<file path="config.mk">
export PLATFORM = sky130hd
export DESIGN_NAME = literal_match_highlighter
export DESIGN_NICKNAME = d
export VERILOG_FILES = /design/src/design/lmh_pkg.sv /design/src/design/lmh_cell.sv /design/src/design/literal_match_highlighter.sv
export SDC_FILE = /design/constraint.sdc
export NUM_CORES = 2
export LEC_CHECK = 0
export BUFFER_PORTS_ARGS = -buffer_cell sky130_fd_sc_hd__buf_2
export CAP_MARGIN = 20
export CORE_UTILIZATION = 55
export CTS_BUF_LIST = sky130_fd_sc_hd__clkbuf_4
export DETAILED_ROUTE_END_ITERATION = 8
export GPL_ROUTABILITY_DRIVEN = 0
export PLACE_DENSITY = 0.71
export SYNTH_ARGS = -nofsm -noshare
export SYNTH_HDL_FRONTEND = slang
export SYNTH_SLANG_ARGS = --single-unit
export TNS_END_PERCENT = 1
</file>
<file path="constraint.sdc">
create_clock -name aclk -period 9.65 [get_ports aclk]
set_input_delay 0.965 -clock aclk [delete_from_list [all_inputs] [get_ports aclk]]
set_output_delay 0.965 -clock aclk [all_outputs]
set_load 0.01 [all_outputs]
</file>
<file path="src/design/lmh_pkg.sv">
// Package for the literal match highlighter: sizes, codes and the structs
// passed between the top level and the window cells.
// No dependencies.
package lmh_pkg;

    // Sizes of the pattern window and of the display row space.
    localparam int PATTERN_MAX = 32;
    localparam int MAX_ROWS    = 16;

    // Field widths fixed by the interface.
    localparam int CODE_W   = 16;
    localparam int SET_W    = 8;
    localparam int CHAR_W   = CODE_W + SET_W;
    localparam int PIDX_W   = 5;
    localparam int ROWIN_W  = 4;
    localparam int MASK_W   = 16;
    localparam int CFG_W    = 6;
    localparam int APB_W    = 32;
    localparam int PADDR_W  = 2;

    // Derived widths.
    localparam int LEN_W = $clog2(PATTERN_MAX + 1);
    localparam int ROW_W = (MAX_ROWS > 1) ? $clog2(MAX_ROWS) : 1;

    // Operation codes of an input word.
    localparam logic OP_LOAD = 1'b0;
    localparam logic OP_TEXT = 1'b1;

    // Register addresses on the configuration port.
    localparam logic [PADDR_W-1:0] ADDR_PATTERN_LENGTH = PADDR_W'(0);

    // One character held in the window.
    typedef struct packed {
        logic [CHAR_W-1:0] chr;
        logic              mark;
        logic [ROW_W-1:0]  row;
    } lmh_slot_t;

    // Controls broadcast to every cell.
    typedef struct packed {
        logic              shift;
        logic              hit;
        lmh_slot_t         fresh;
        logic [CHAR_W-1:0] pat_char;
    } lmh_bcast_t;

    // Controls selected for one cell.
    typedef struct packed {
        logic append;
        logic load;
        logic in_len;
    } lmh_sel_t;

endpackage

</file>
<file path="src/design/lmh_cell.sv">
// One position of the search window: a pattern character, a window character
// with its mark and row, and the comparison between the two.
// Depends on lmh_pkg.
module lmh_cell (
    input  logic               aclk,
    input  logic               aresetn,
    input  lmh_pkg::lmh_bcast_t bcast,
    input  lmh_pkg::lmh_sel_t   sel,
    input  lmh_pkg::lmh_slot_t  right_slot,
    output lmh_pkg::lmh_slot_t  left_slot,
    output logic               match
);
    import lmh_pkg::*;

    logic [CHAR_W-1:0] pat_reg;
    logic [CHAR_W-1:0] chr_reg;
    logic [ROW_W-1:0]  row_reg;
    logic              mark_reg;
    lmh_slot_t         slot_next;

    // The slot as seen by the left neighbour, with any match of this cycle marked.
    assign left_slot.chr  = chr_reg;
    assign left_slot.row  = row_reg;
    assign left_slot.mark = mark_reg | (bcast.hit & sel.in_len);

    // Positions beyond the pattern length always agree.
    assign match = ~sel.in_len | (chr_reg == pat_reg);

    // A new character lands here, or the window moves one place towards the exit.
    always_comb begin
        if (sel.append) begin
            slot_next = bcast.fresh;
        end else if (bcast.shift) begin
            slot_next = right_slot;
        end else begin
            slot_next = left_slot;
        end
    end

    always_ff @(posedge aclk) begin
        if (!aresetn) begin
            mark_reg <= 1'b0;
        end else begin
            mark_reg <= slot_next.mark;
        end
    end

    always_ff @(posedge aclk) begin
        chr_reg <= slot_next.chr;
        row_reg <= slot_next.row;
        if (sel.load) begin
            pat_reg <= bcast.pat_char;
        end
    end

endmodule

</file>
<file path="src/design/literal_match_highlighter.sv">
// Literal match highlighter: a row of window cells compared in parallel with the pattern.
// Throughput is one text word per cycle unless output back-pressure or a drain holds input;
// the oldest character is shown in the cycle after its pop. A line's first result appears once
// pattern_length words are held (one for length 0). At end of line the remaining window (up to
// PATTERN_MAX words) drains one word a cycle while output is accepted and no input is taken.
// Reset is synchronous, active low; the pattern cells are undefined until loaded.
module literal_match_highlighter (
    input  logic                               aclk,
    input  logic                               aresetn,
    // Configuration port
    input  logic                               psel,
    input  logic                               penable,
    input  logic                               pwrite,
    input  logic [lmh_pkg::PADDR_W-1:0]        paddr,
    input  logic [lmh_pkg::APB_W-1:0]          pwdata,
    output logic [lmh_pkg::APB_W-1:0]          prdata,
    output logic                               pready,
    // Input channel
    input  logic                               s_valid,
    output logic                               s_ready,
    input  logic                               s_operation,
    input  logic [lmh_pkg::PIDX_W-1:0]         s_pattern_index,
    input  logic [lmh_pkg::CODE_W-1:0]         s_char_code,
    input  logic [lmh_pkg::SET_W-1:0]          s_char_set,
    input  logic [lmh_pkg::ROWIN_W-1:0]        s_row_index,
    input  logic                               s_last_char,
    // Result channel
    output logic                               m_valid,
    input  logic                               m_ready,
    output logic [lmh_pkg::CODE_W-1:0]         m_out_code,
    output logic [lmh_pkg::SET_W-1:0]          m_out_set,
    output logic                               m_highlight,
    output logic                               m_end_of_line,
    output logic                               m_line_hit,
    output logic [lmh_pkg::MASK_W-1:0]         m_row_hit_mask
);
    import lmh_pkg::*;

    logic [CFG_W-1:0]  len_cfg_reg;
    logic [LEN_W-1:0]  fill_reg, fill_next;
    logic [LEN_W-1:0]  overlap_reg, overlap_next;
    logic [MASK_W-1:0] row_hits_reg, row_hits_next;
    logic              any_hit_reg, any_hit_next;
    logic              owed_reg, owed_next;
    logic              flush_reg, flush_next;
    logic              m_valid_reg;
    logic [CODE_W-1:0] out_code_reg;
    logic [SET_W-1:0]  out_set_reg;
    logic              highlight_reg, eol_reg, line_hit_reg;
    logic [MASK_W-1:0] mask_reg;

    logic [LEN_W-1:0]  eff_len, win, append_pos;
    logic              pending, pop_need, pop_fire, can_take;
    logic              acc, acc_text, acc_load;
    logic              check_en, all_eq, hit, last_pop;
    logic [MASK_W-1:0] hit_bit;
    logic [ROW_W-1:0]  row_sat;

    lmh_bcast_t                bcast;
    lmh_sel_t                  sel   [PATTERN_MAX];
    lmh_slot_t                 slots [PATTERN_MAX+1];
    logic [PATTERN_MAX-1:0]    eq;

    // Configuration register, always ready.
    assign pready = 1'b1;
    assign prdata = (paddr == ADDR_PATTERN_LENGTH) ? {(APB_W-CFG_W)'(0), len_cfg_reg}
                                                   : '0;

    always_ff @(posedge aclk) begin
        if (!aresetn) begin
            len_cfg_reg <= '0;
        end else if (psel && penable && pwrite && pready
                     && paddr == ADDR_PATTERN_LENGTH) begin
            len_cfg_reg <= pwdata[CFG_W-1:0];
        end
    end

    // Effective length and window size.
    assign eff_len = LEN_W'((int'(len_cfg_reg) > PATTERN_MAX) ? PATTERN_MAX
                                                              : int'(len_cfg_reg));
    assign win     = (eff_len == '0) ? LEN_W'(1) : eff_len;

    // Pops owed to the last text word, or the end-of-line drain.
    assign pending  = owed_reg && (fill_reg >= win);
    assign pop_need = pending || (flush_reg && fill_reg != '0);
    assign pop_fire = pop_need && (!m_valid_reg || m_ready);
    assign can_take = !flush_reg && (!pending || (pop_fire && fill_reg == win));

    assign s_ready  = can_take;
    assign acc      = s_valid && s_ready;
    assign acc_text = acc && (s_operation == OP_TEXT);
    assign acc_load = acc && (s_operation == OP_LOAD);

    // Match decision on the candidate that starts at the oldest character.
    assign all_eq   = &eq;
    assign check_en = pop_fire && (fill_reg >= win) && (eff_len != '0);
    assign hit      = check_en && (overlap_reg == '0) && all_eq;
    assign last_pop = pop_fire && flush_reg && (fill_reg == LEN_W'(1));
    assign hit_bit  = (hit && int'(slots[0].row) < MASK_W)
                      ? (MASK_W'(1) << slots[0].row) : '0;

    assign append_pos = pop_fire ? (fill_reg - LEN_W'(1)) : fill_reg;
    assign row_sat    = ROW_W'((int'(s_row_index) >= MAX_ROWS) ? (MAX_ROWS - 1)
                                                               : int'(s_row_index));

    // Broadcast to the cells.
    assign bcast.shift      = pop_fire;
    assign bcast.hit        = hit;
    assign bcast.fresh.chr  = {s_char_set, s_char_code};
    assign bcast.fresh.mark = 1'b0;
    assign bcast.fresh.row  = row_sat;
    assign bcast.pat_char   = {s_char_set, s_char_code};

    // The chain of window cells; the oldest sits in cell zero.
    assign slots[PATTERN_MAX] = '0;
    for (genvar i = 0; i < PATTERN_MAX; i++) begin : g_cell
        assign sel[i].append = acc_text && (int'(append_pos) == i);
        assign sel[i].load   = acc_load && (int'(s_pattern_index) == i);
        assign sel[i].in_len = (i < int'(eff_len));

        lmh_cell u_cell (
            .aclk       (aclk),
            .aresetn    (aresetn),
            .bcast      (bcast),
            .sel        (sel[i]),
            .right_slot (slots[i+1]),
            .left_slot  (slots[i]),
            .match      (eq[i])
        );
    end

    // Next values of the window control and the per-line state.
    always_comb begin
        fill_next = fill_reg - LEN_W'(pop_fire) + LEN_W'(acc_text);
        owed_next = acc_text
                    || (pending && !(pop_fire && (fill_reg - LEN_W'(1)) < win));
        flush_next    = flush_reg;
        overlap_next  = overlap_reg;
        any_hit_next  = any_hit_reg | hit;
        row_hits_next = row_hits_reg | hit_bit;
        if (acc_text && s_last_char) begin
            flush_next = 1'b1;
        end
        if (check_en) begin
            if (hit) begin
                overlap_next = eff_len - LEN_W'(1);
            end else if (overlap_reg != '0) begin
                overlap_next = overlap_reg - LEN_W'(1);
            end
        end
        if (last_pop) begin
            owed_next     = 1'b0;
            flush_next    = 1'b0;
            overlap_next  = '0;
            any_hit_next  = 1'b0;
            row_hits_next = '0;
        end
    end

    always_ff @(posedge aclk) begin
        if (!aresetn) begin
            fill_reg     <= '0;
            owed_reg     <= 1'b0;
            flush_reg    <= 1'b0;
            overlap_reg  <= '0;
            any_hit_reg  <= 1'b0;
            row_hits_reg <= '0;
            m_valid_reg  <= 1'b0;
        end else begin
            fill_reg     <= fill_next;
            owed_reg     <= owed_next;
            flush_reg    <= flush_next;
            overlap_reg  <= overlap_next;
            any_hit_reg  <= any_hit_next;
            row_hits_reg <= row_hits_next;
            if (pop_fire) begin
                m_valid_reg <= 1'b1;
            end else if (m_ready) begin
                m_valid_reg <= 1'b0;
            end
        end
    end

    // Output word register, loaded with the character that leaves the window.
    always_ff @(posedge aclk) begin
        if (pop_fire) begin
            out_code_reg  <= slots[0].chr[CODE_W-1:0];
            out_set_reg   <= slots[0].chr[CHAR_W-1:CODE_W];
            highlight_reg <= slots[0].mark;
            eol_reg       <= last_pop;
            line_hit_reg  <= last_pop && (any_hit_reg || hit);
            mask_reg      <= last_pop ? (row_hits_reg | hit_bit) : '0;
        end
    end

    assign m_valid        = m_valid_reg;
    assign m_out_code     = out_code_reg;
    assign m_out_set      = out_set_reg;
    assign m_highlight    = highlight_reg;
    assign m_end_of_line  = eol_reg;
    assign m_line_hit     = line_hit_reg;
    assign m_row_hit_mask = mask_reg;

endmodule
</file>
==> results.txt <==
For this run, the leading register cell type out of synthesis is sky130_fd_sc_hd__edfxtp_1. The number of global-route vias before repair came out at 49,040. Summing the sequential cell areas from Yosys gives 67.44% of the chip area. The first global-routing pass estimated 292,400 um of wire.

Synthesis produced 6,479 cells. The run gives 6 as the detailed-router iteration count before antenna repair. At the later pin of the worst-skew pair, clock insertion delay measures 1.39 ns. The wire length reported by the detailed router came out at 193,800 um.

The yosys synthesis warning count is 0, and the slew at the pin with the worst max-slew slack is 1.238 ns. Max-cap violations in this run came to 0. The slowest stage of the critical path is the sky130_fd_sc_hd__o31a_1 cell. The register share of total power is 53.0%. For the sum of negative setup slack, the log shows 0 ns. The layout has 11,050 filler cells.

The run gives 0 as the setup-violating endpoint count in the final report. The number of enable flip-flop cells after synthesis was 1,707; the number of vias after detailed routing was 50,280. In this run, synthesis produced a sequential element count of 1,777. The number of hold violations in the final report was 0; the static leakage was 0.02756 uW. The initial cell density of the core was 55.69%; the die span in y was 378.8 um.

Dividing the detail-routed via count by the number of cells gives 5.636. TritonCTS built the clock tree. At the worst endpoint, the required time is 10.53 ns.

Entering global routing, the biggest net connects 187 pins. After synthesis the cells add up to 0.07809 mm2. The tools report the floorplan row count as 137. The hold-critical path depth was 1. The run gives 0.1612 GHz as the fmax. Setup repair after global routing left no endpoint under its margin. The shortest period the worst path allows is 6.205 ns, and the number of unique standard cell types used by synthesis is 78.

The start-to-end type of the worst setup path is reg2reg. For this run, asynchronously set or reset flops after synthesis account for 0%. For the worst max-slew margin expressed relative to the limit, the log shows 16.78%. The worst-case clock skew was 0.1535 ns; the final antenna-violating net count was 0. Setup slack on the worst reg-to-reg path comes out at 3.45 ns.

The logs give 0.1402 mm2 for the core footprint and 6,843 for the total number of nets in the final design. The worst setup path is launched from a register. In this run, the combinational gates consume 18.3% of the power. The die covers 0.1435 mm2. The post-route netlist has 14.47% of its cells at a drive strength greater than 1. The critical path's largest stage delay is 0.65 ns, and the number of max-slew violations in the final report is 0.

For the utilization of the core after routing, the log shows 61.24%. The worst reg2reg path depth is 17. Dividing the detail-routed wire length by the instance count gives 21.72 um. For this design the ratio of total power to cell area is 247.1 mW/mm2. For this design the top-level I/O count stands at 154. After clock tree synthesis, the clock-pin slew on the worst setup and hold paths is 0.07 ns. The die width was 378.8 um; the global-route congestion overflow total was 0. The signal on the critical path passes through inv_1 > nor2_1 > inv_1 > ha_1 > nand2_2 > nand2_1 > ha_1 > nand2b_1 > a21o_1 > a21oi_2 > o211ai_2 > nand2_2 > inv_8 > o31a_1 > nor3_2 > buf_4 > or2_2. The switching power as a share of total power came out at 30.67%. DRC violation count after routing: 0. The worst hold path belongs to the class in2reg.

The internal power summed over all cells was 14,710 uW; the number of antenna violations at the first check in global routing was 16. The clock drives 1,777 sinks. Dividing the synthesized area by the synthesized cell count gives 12.05 um2.

The cell sitting at the root of the clock tree is a sky130_fd_sc_hd__clkbuf_4. Buffers inserted during clock tree synthesis total 450. The tools report the critical path endpoint category as a register. The tools report the power dissipated by switching net loads as 6509 uW.

The run gives 5,733 as the number of violations reported at the end of detailed-routing iteration 0. The flow ran to the end, and the final reports show no timing, DRC or antenna violations. Of all nets on the critical path, the largest fanout is 101. Compared with the post-synthesis result, the final layout area differs by 9.965%. For the clock network power share, the log shows 28.7%. In the global route stage, overall resource usage came out at 27.18%. The run gives 0.1262 ns as the worst hold margin. Across the VDD grid, the largest voltage drop is 219.9 uV. The H-tree generated during clock tree synthesis spans 5 levels. The total of buffers placed on input and output ports was 100; the estimated wirelength of the detail-placed design was 122,400 um. The share of the clock period used by the worst path after layout is 64.30%, and the maximum buffer depth of the clock tree is 4. The logs give 7.08 ns for the data arrival time of the worst path and 0 for the post-CTS setup repair buffer count.
[critical path, delay by kind of cell (launching register included)]
kind / cells / cell delay, ns
adders and majority gates: 2 / 0.64
buffers and inverters: 4 / 1.07
AOI/OAI and AO/OA: 4 / 1.27
DFF: 1 / 0.51
and+or+nand+nor: 7 / 2.20
[per-stage QoR]
stage / instance area [um2] / instances / setup WS [ns] / power (uW)
global route: 85860 / 8917 / 3.099 / 22230
finish: 85870 / 8920 / 3.445 / 21220
CTS: 85740 / 8905 / 3.484 / 21320
detailed placement: 80200 / 8136 / 3.540 / 15250
global placement: 80120 / 8131 / 3.670 / 15130
floorplan: 78180 / 6504 / 3.610 / 13800
[metal layers]
metal	vias to the layer above	wire, um	GRT usage (%)	share of wire, %
met4	12	4869	9.160	2.5
met1	24090	78260	37.06	40
met3	322	19460	6.334	10
li1	23590	-	-	-
met2	2260	91110	43.05	47
met5	-	69	0	0.036
[synth_stat cells (28+ instances only)]
master / count / area (um2)
sky130_fd_sc_hd__a211oi_1: 32 / 240.2
sky130_fd_sc_hd__a21oi_1: 44 / 220.2
sky130_fd_sc_hd__a31oi_1: 35 / 219.0
sky130_fd_sc_hd__and2_1: 33 / 206.5
sky130_fd_sc_hd__buf_2: 78 / 390.4
sky130_fd_sc_hd__buf_4: 66 / 495.5
sky130_fd_sc_hd__clkbuf_1: 290 / 1089
sky130_fd_sc_hd__dfxtp_1: 70 / 1401
sky130_fd_sc_hd__edfxtp_1: 1707 / 51260
sky130_fd_sc_hd__ha_1: 31 / 387.9
sky130_fd_sc_hd__inv_1: 28 / 105.1
sky130_fd_sc_hd__nand2_1: 1774 / 6659
sky130_fd_sc_hd__nand4_1: 135 / 844.6
sky130_fd_sc_hd__nor2_1: 111 / 416.7
sky130_fd_sc_hd__nor3_1: 34 / 170.2
sky130_fd_sc_hd__nor4_1: 106 / 663.1
sky130_fd_sc_hd__o21ai_0: 792 / 3964
sky130_fd_sc_hd__o21ai_1: 95 / 475.5
sky130_fd_sc_hd__or2_2: 30 / 187.7
sky130_fd_sc_hd__xnor2_1: 479 / 4195
sky130_fd_sc_hd__xor2_1: 298 / 2610
[area by class of cell]
cell class | count | area (um2) | share of cell area [%]
sequential | 1777 | 52660 | 61.33
multi-input combinational | 4252 | 23660 | 27.55
clock buffer | 654 | 4910 | 5.718
tap | 1876 | 2347 | 2.733
timing repair buffer | 224 | 1679 | 1.955
clock inverter | 98 | 469.2 | 0.5464
inverter | 30 | 120.1 | 0.1399
antenna | 9 | 22.52 | 0.02623
[worst paths after layout]
kind,start,end
setup / recovery,len_cfg_reg[1],g_cell[12].u_cell.chr_reg[6]
hold / removal,s_char_code[13],g_cell[10].u_cell.pat_reg[13]
setup reg to reg,len_cfg_reg[1],g_cell[12].u_cell.chr_reg[6]
hold reg to reg,g_cell[0].u_cell.chr_reg[3],m_out_code[3]
[power groups by stage]
stage,Sequential (uW),Combinational (uW),Clock (uW)
CTS,11300,3870,6200
detailed placement,11400,3840,0
global placement,11400,3740,0
finish,11300,3870,6090
global route,11400,4260,6590
floorplan,11000,2770,0
[cell usage in the layout (no fill, tap or decap), drive strengths merged, types with 45 or more instances in the layout]
cell type | synthesis | layout
nand2 | 1775 | 1775
edfxtp | 1707 | 1707
o21ai | 887 | 887
clkbuf | 290 | 654
xnor2 | 479 | 479
xor2 | 298 | 298
buf | 155 | 207
nand4 | 135 | 135
nor2 | 111 | 111
nor4 | 109 | 109
clkinv | 1 | 91
dfxtp | 70 | 70
a21oi | 47 | 47
nor3 | 45 | 45
[timing repair]
item	in CTS	in global routing
hold endpoints to repair	48	0
gates resized for setup	0	0
hold buffers	17	0
[cells by family after synthesis]
logic type	after synthesis	share of synthesized area, %
buf+inv	475	2.764
simple gates	2322	12.74
other cells	2	0.009617
fa+ha+maj	32	0.5223
compound gates	1086	7.704
xor+xnor	777	8.715
mux	8	0.1042
flops	1777	67.44
Note: power is estimated with default switching activity, not from simulation.
